===== src/rtl/qgi_pkg.sv =====
// ----------------------------------------------------------------------------
// qgi_pkg
// Shared types, codes and helpers for the quadratic grid interpolator.
// ----------------------------------------------------------------------------
package qgi_pkg;

  localparam int MAX_NODES_DEF   = 64;
  localparam int NUM_COLUMNS_DEF = 64;
  localparam int CNT_W           = 7;

  typedef enum logic [1:0] {
    CMD_LOAD   = 2'd0,
    CMD_INTERP = 2'd1,
    CMD_EXTRAP = 2'd2
  } cmd_t;

  typedef enum logic [1:0] {
    ST_OK    = 2'd0,
    ST_FEW   = 2'd1,
    ST_COINC = 2'd2,
    ST_SAT   = 2'd3
  } status_t;

  typedef struct packed {
    cmd_t               cmd;
    logic [5:0]         node_index;
    logic [5:0]         column;
    logic signed [31:0] node_position;
    logic signed [31:0] node_value;
    logic signed [31:0] query_position;
  } item_t;

  localparam logic signed [49:0] Q_MAX = 50'sd2147483647;
  localparam logic signed [49:0] Q_MIN = -50'sd2147483648;

  function automatic logic ovf50(input logic signed [49:0] v);
    return (v > Q_MAX) || (v < Q_MIN);
  endfunction

  function automatic logic signed [31:0] sat50(input logic signed [49:0] v);
    logic signed [31:0] r;
    if (v > Q_MAX) r = 32'sh7fffffff;
    else if (v < Q_MIN) r = 32'sh80000000;
    else r = v[31:0];
    return r;
  endfunction

endpackage


===== src/rtl/qgi_front.sv =====
// ----------------------------------------------------------------------------
// qgi_front
// Input side: takes items, drops unused commands, queues two deep.
// ----------------------------------------------------------------------------
module qgi_front (
  input  logic               clk,
  input  logic               rst_n,
  input  logic               push,
  output logic               full,
  input  logic [1:0]         in_cmd,
  input  logic [5:0]         in_node_index,
  input  logic [5:0]         in_column,
  input  logic signed [31:0] in_node_position,
  input  logic signed [31:0] in_node_value,
  input  logic signed [31:0] in_query_position,
  output qgi_pkg::item_t     q_item,
  output logic               q_valid,
  input  logic               q_pop
);
  import qgi_pkg::*;

  item_t      entry_r [2];
  logic       wr_ptr_r;
  logic       rd_ptr_r;
  logic [1:0] cnt_r;
  logic       accept;
  logic       keep;
  logic       do_pop;

  assign full    = (cnt_r == 2'd2);
  assign accept  = push && !full;
  assign keep    = (in_cmd == CMD_LOAD) || (in_cmd == CMD_INTERP) || (in_cmd == CMD_EXTRAP);
  assign q_valid = (cnt_r != 2'd0);
  assign q_item  = entry_r[rd_ptr_r];
  assign do_pop  = q_pop && q_valid;

  always_ff @(posedge clk) begin
    if (!rst_n) begin
      wr_ptr_r <= 1'b0;
      rd_ptr_r <= 1'b0;
      cnt_r    <= '0;
    end else begin
      if (accept && keep) begin
        entry_r[wr_ptr_r] <= '{cmd: cmd_t'(in_cmd), node_index: in_node_index,
                               column: in_column, node_position: in_node_position,
                               node_value: in_node_value,
                               query_position: in_query_position};
        wr_ptr_r <= !wr_ptr_r;
      end
      if (do_pop) begin
        rd_ptr_r <= !rd_ptr_r;
      end
      cnt_r <= cnt_r + 2'(accept && keep) - 2'(do_pop);
    end
  end

endmodule


===== config.mk =====
export PLATFORM = sky130hd
export DESIGN_NAME = qgi_front
export DESIGN_NICKNAME = d
export VERILOG_FILES = /design/src/rtl/qgi_pkg.sv /design/src/rtl/qgi_front.sv
export SDC_FILE = /design/constraint.sdc
export NUM_CORES = 1
export LEC_CHECK = 0
export ABC_AREA = 1
export CORE_MARGIN = 4
export CORE_UTILIZATION = 55
export DETAILED_ROUTE_END_ITERATION = 16
export DONT_BUFFER_PORTS = 1
export PLACE_DENSITY = 0.72
export SETUP_SLACK_MARGIN = 0.5
export SLEW_MARGIN = 20
export SYNTH_ARGS = -nofsm -noshare
export SYNTH_HDL_FRONTEND = slang
export SYNTH_SLANG_ARGS = --single-unit

===== constraint.sdc =====
create_clock -name clk -period 14 [get_ports clk]
set_clock_uncertainty 0.15 [all_clocks]
set_input_delay 4.2 -clock clk [delete_from_list [all_inputs] [get_ports clk]]
set_output_delay 4.2 -clock clk [all_outputs]
set_load 0.02 [all_outputs]

Word-level counts from Yosys, hierarchy flattened
Memory sizes are Yosys's and may differ from the RTL's. A register that Yosys moved wholly into a read port is not among the register bits.
Index checks and enable logic that the tools add are counted.
{ "totals": {"register_bits": 4, "mem_bits_rw": 220, "out_inout_bits": 112, "word_cells": 24, "mem_count": 1} }
{ "mem_list": {"columns": ["name", "words", "word_bits", "read_ports", "rd_ports_with_merged_regs", "write_ports", "line", "text"], "rows": [
  ["entry_r", 2, 110, 1, 1, 1, "qgi_front.sv:22", "item_t entry_r [2];"]
]} }
{ "op_classes": {"n_addsub": 2, "eq_ne": 3, "mux": 5, "reduce_logical": 10} }
{ "ops": {"columns": ["op", "count"], "rows": [
  ["$mux W1", 5],
  ["$eq A2 B2 Y1 const B", 2],
  ["$logic_and A1 B1 Y1", 3],
  ["$logic_not A1 Y1", 3],
  ["$add A2 B1 Y2", 1],
  ["$eq A2 B1 Y1 const B", 1],
  ["$logic_not A2 Y1", 1],
  ["$logic_or A1 B1 Y1", 2],
  ["$reduce_bool A2 Y1", 1],
  ["$sub A2 B1 Y2", 1]
]} }

Logic depth before layout (Yosys ltp)
{ "logic_depth": {"ltp_word": 7, "mapped_depth": 11} }

Worst setup path before layout
OpenSTA, ideal clock, no wires.
{ "synth_path": {"path_kind": "input -> register", "start": "input port in_cmd[0]", "end": "memory entry_r[1][0] (netlist name), enable pin", "setup_ns": 0.580, "arrival_time_ns": 8.973, "required_ns": 13.270, "path_slack_ns": 4.297, "path_stages": 3, "n_path_buf": 0, "cell_sequence": "nand2_1 -> nand3_1 -> nor2_1"} }
{ "synth_between": {"elab_chain_cells": 7} }
{ "synth_rtl": {"columns": ["item", "line", "text"], "rows": [
  ["from (decl)", "qgi_front.sv:10", "input logic [1:0] in_cmd,"],
  ["$eq A2 B1 Y1 or $logic_not A2 Y1 (tied branches)", "qgi_front.sv:32", "assign keep = (in_cmd == CMD_LOAD) || (in_cmd == CMD_INTERP) || (in_cmd == CMD_EXTRAP);"],
  ["$logic_or A1 B1 Y1", "qgi_front.sv:32", null],
  ["$logic_or A1 B1 Y1 *", "qgi_front.sv:32", null],
  ["$logic_and A1 B1 Y1 *", "qgi_front.sv:43", "if (accept && keep) begin"],
  ["$mux W1 *", "qgi_front.sv:43", null],
  ["$mux W1 *", "qgi_front.sv:38", "if (!rst_n) begin"],
  ["$mux W1 (not written as such) *", "qgi_front.sv:44", "entry_r[wr_ptr_r] <= '{cmd: cmd_t'(in_cmd), node_index: in_node_index,"],
  ["to (decl)", "qgi_front.sv:22", null]
]} }
Mark *: on every way between the ends. The rest lies on a longest branch, timed or not.

==> reports/results.txt <==
Syn Inst Count: 384
crit path max fanout: 50
cell total after placement: 587
largest net degree at the start of global routing: 72
Final Cycle Share: 0.505
GRT Overall Usage: 0.151
CTS tree: built
setup TNS: 0 ps
Yosys top cell area share: 0.759
CTS resizes: 0
CP required: 9650 ps
Seq cells post-synth: 225
Area Overhead vs Synth: 8.94%
CP endpoint kind: primary output
top cell family by delay on the critical path: buffers and inverters
antenna-violating nets left: 0
final setup fails: 0
ranking of synthesized cells by area: edfxtp_1, mux2_4, buf_12, mux2_2, dfxtp_1
most frequent cell after synthesis: edfxtp_1
synthesized cell area: 8700 um2
first-pass GRT wire length: 20700 um
Crit. path cell count: 3
Final Util: 0.617
wire length per cell: 22.3 um
FMAX: 142 MHz
Post-synth top cells: edfxtp_1, mux2_4, inv_1, nand2_1
Post-Synth Simple-Gate Area: 0.0106
ys flop type: edfxtp_1
placed cell area: 8790 um2
Worst IR Drop VDD: 0.103 mV
mux contribution to synthesized area: 0.186
XOR/XNOR share of the synthesized area: 0
CP max stage delay: 740 ps
Final min period: 7060 ps
Fin. Hold Viols: 0
Bufs and invs on worst path: 2
Die ar.: 17900 um2
number of setup buffers added after CTS: 0
CTS Buf Count: 23
hold path depth: 2
yosys warns: 0
largest family of logic cells by synthesized area: multiplexers
H-tree depth: 1
# port buffers: 0
Finished Layout Cells: 625
Post-synth EDFFs: 220
ant diodes: 0
worst skew pair latency: 490 ps
FFs w/ async S/R, synth: 0
Die Ht: 134 um
critical path class: register to primary output
Worst Hold Class: register to register
Synth Area in Adders: 0.00288
RSZ-0062 raised after global routing: false
Pleak: 3.28 nW
initial core utilization: 0.566
DRC: 0
Via Count: 3374
Detailed Route Iter0 Violations: 117
max-cap viol count: 0
max-slew violation count: 0
# rows: 45
Pwr Density: 179 nW/um2
GPL Wtd Cong: 0.732
post-synthesis sequential area ratio: 0.771
core area: 15400 um2
outcome: finished clean
syn nets: 500
Final #Nets: 518
CP Data Arrival Time: 2710 ps
drt via density: 5.40
critical path, cell by cell: buf_16 > buf_4 > mux2_2
Synth Area in Compound Gates: 0.000575
CTS root buf: clkbuf_16
post-synth cell types: 14
vias in the first global route: 3641
Clock transition at path regs: 60 ps
Avg Inst Size Synth: 22.7 um2
total grt overflow: 0
I/O pins: 226
Clock Sink Count: 225
Crit-path slowest cell: buf_4
initial antenna violation count: 1
Slew headroom: 0.366
Critical Path Start Type: register
largest area contributor in the netlist: edfxtp_1
R2R depth: 5
Die Wd: 134 um
layout cells sized above 1: 0.353
DR pass1 iterations: 4
Max clock buf depth: 3
dpl hpwl: 9190 um
Hold Buf Count CTS: 0
fin area: 9480 um2
final WL: 14000 um
final hold slack: 370 ps
Worst-Margin Slew: 951 ps
[through the flow]
step                power [mW]  setup WS, ps
detailed placement        1.18          7150
global placement          1.17          7170
CTS                       1.72          6620
global route              1.77          6800
finish                    1.70          6940
floorplan                 1.16          4300
[layer usage]
layer  up-vias  GRT usage  wire [um]
met2       165      0.255       7080
met5         -          0         13
met4         2     0.0417        205
met3        18     0.0874       2040
met1      1660      0.161       4610
li1       1529          -          -
[tightest hold or removal path: stages (launching register included)]
cell and delay (ps):
dfxtp_1 340, nor2_1 60, nor2_1 90
[registers in the layout, summed over array words and instances, names as in the netlist, named ones only]
register / flops
entry_r: 220
cnt_r: 2
rd_ptr_r: 1
wr_ptr_r: 1
[where the power goes]
| part | switching [mW] | internal (mW) |
|---|---|---|
| sequential | 0.0215 | 0.792 |
| clock | 0.220 | 0.319 |
| combinational | 0.205 | 0.139 |
[area by class of cell]
type	instances	area [um2]
Sequential cell	225	6710
Fill cell	1067	5890
Multi-Input combinational cell	136	1740
Clock buffer	32	609
Tap cell	211	264
Timing Repair Buffer	5	57.6
Clock inverter	5	50.0
Inverter	11	43.8
[cell usage in the layout, fill, tap and decap left out]
cell,Yosys,layout
dfxtp_1,5,4
clkbuf_1,0,9
edfxtp_1,220,220
mux2_4,100,100
nand2_1,11,11
ha_1,2,2
clkinv_2,0,4
inv_4,0,1
bufinv_16,0,1
dfxtp_4,0,1
clkbuf_16,0,23
nor2_1,8,7
mux2_2,10,10
nand3_1,3,3
nor2_4,0,1
nand4_1,1,1
buf_16,0,1
inv_1,11,10
buf_4,0,4
a21oi_1,1,1
[logic make-up after synthesis]
| group | Yosys count |
|---|---|
| muxes | 110 |
| and+or+nand+nor | 23 |
| buffers and inverters | 23 |
| DFF | 225 |
| AOI/OAI and AO/OA | 1 |
| adders and majority gates | 2 |
[worst paths after layout]
path	start	to	slack [ps]
worst max register to register	cnt_r[0]$_SDFF_PN0_	entry_r[0][88]$_DFFE_PP_	11420
worst min register to register	rd_ptr_r$_SDFFE_PN0P_	register	370
worst max-delay path	register	q_item[5]	6940
worst min-delay path	rd_ptr_r$_SDFFE_PN0P_	register	370
Note: power is estimated with default switching activity, not from simulation.
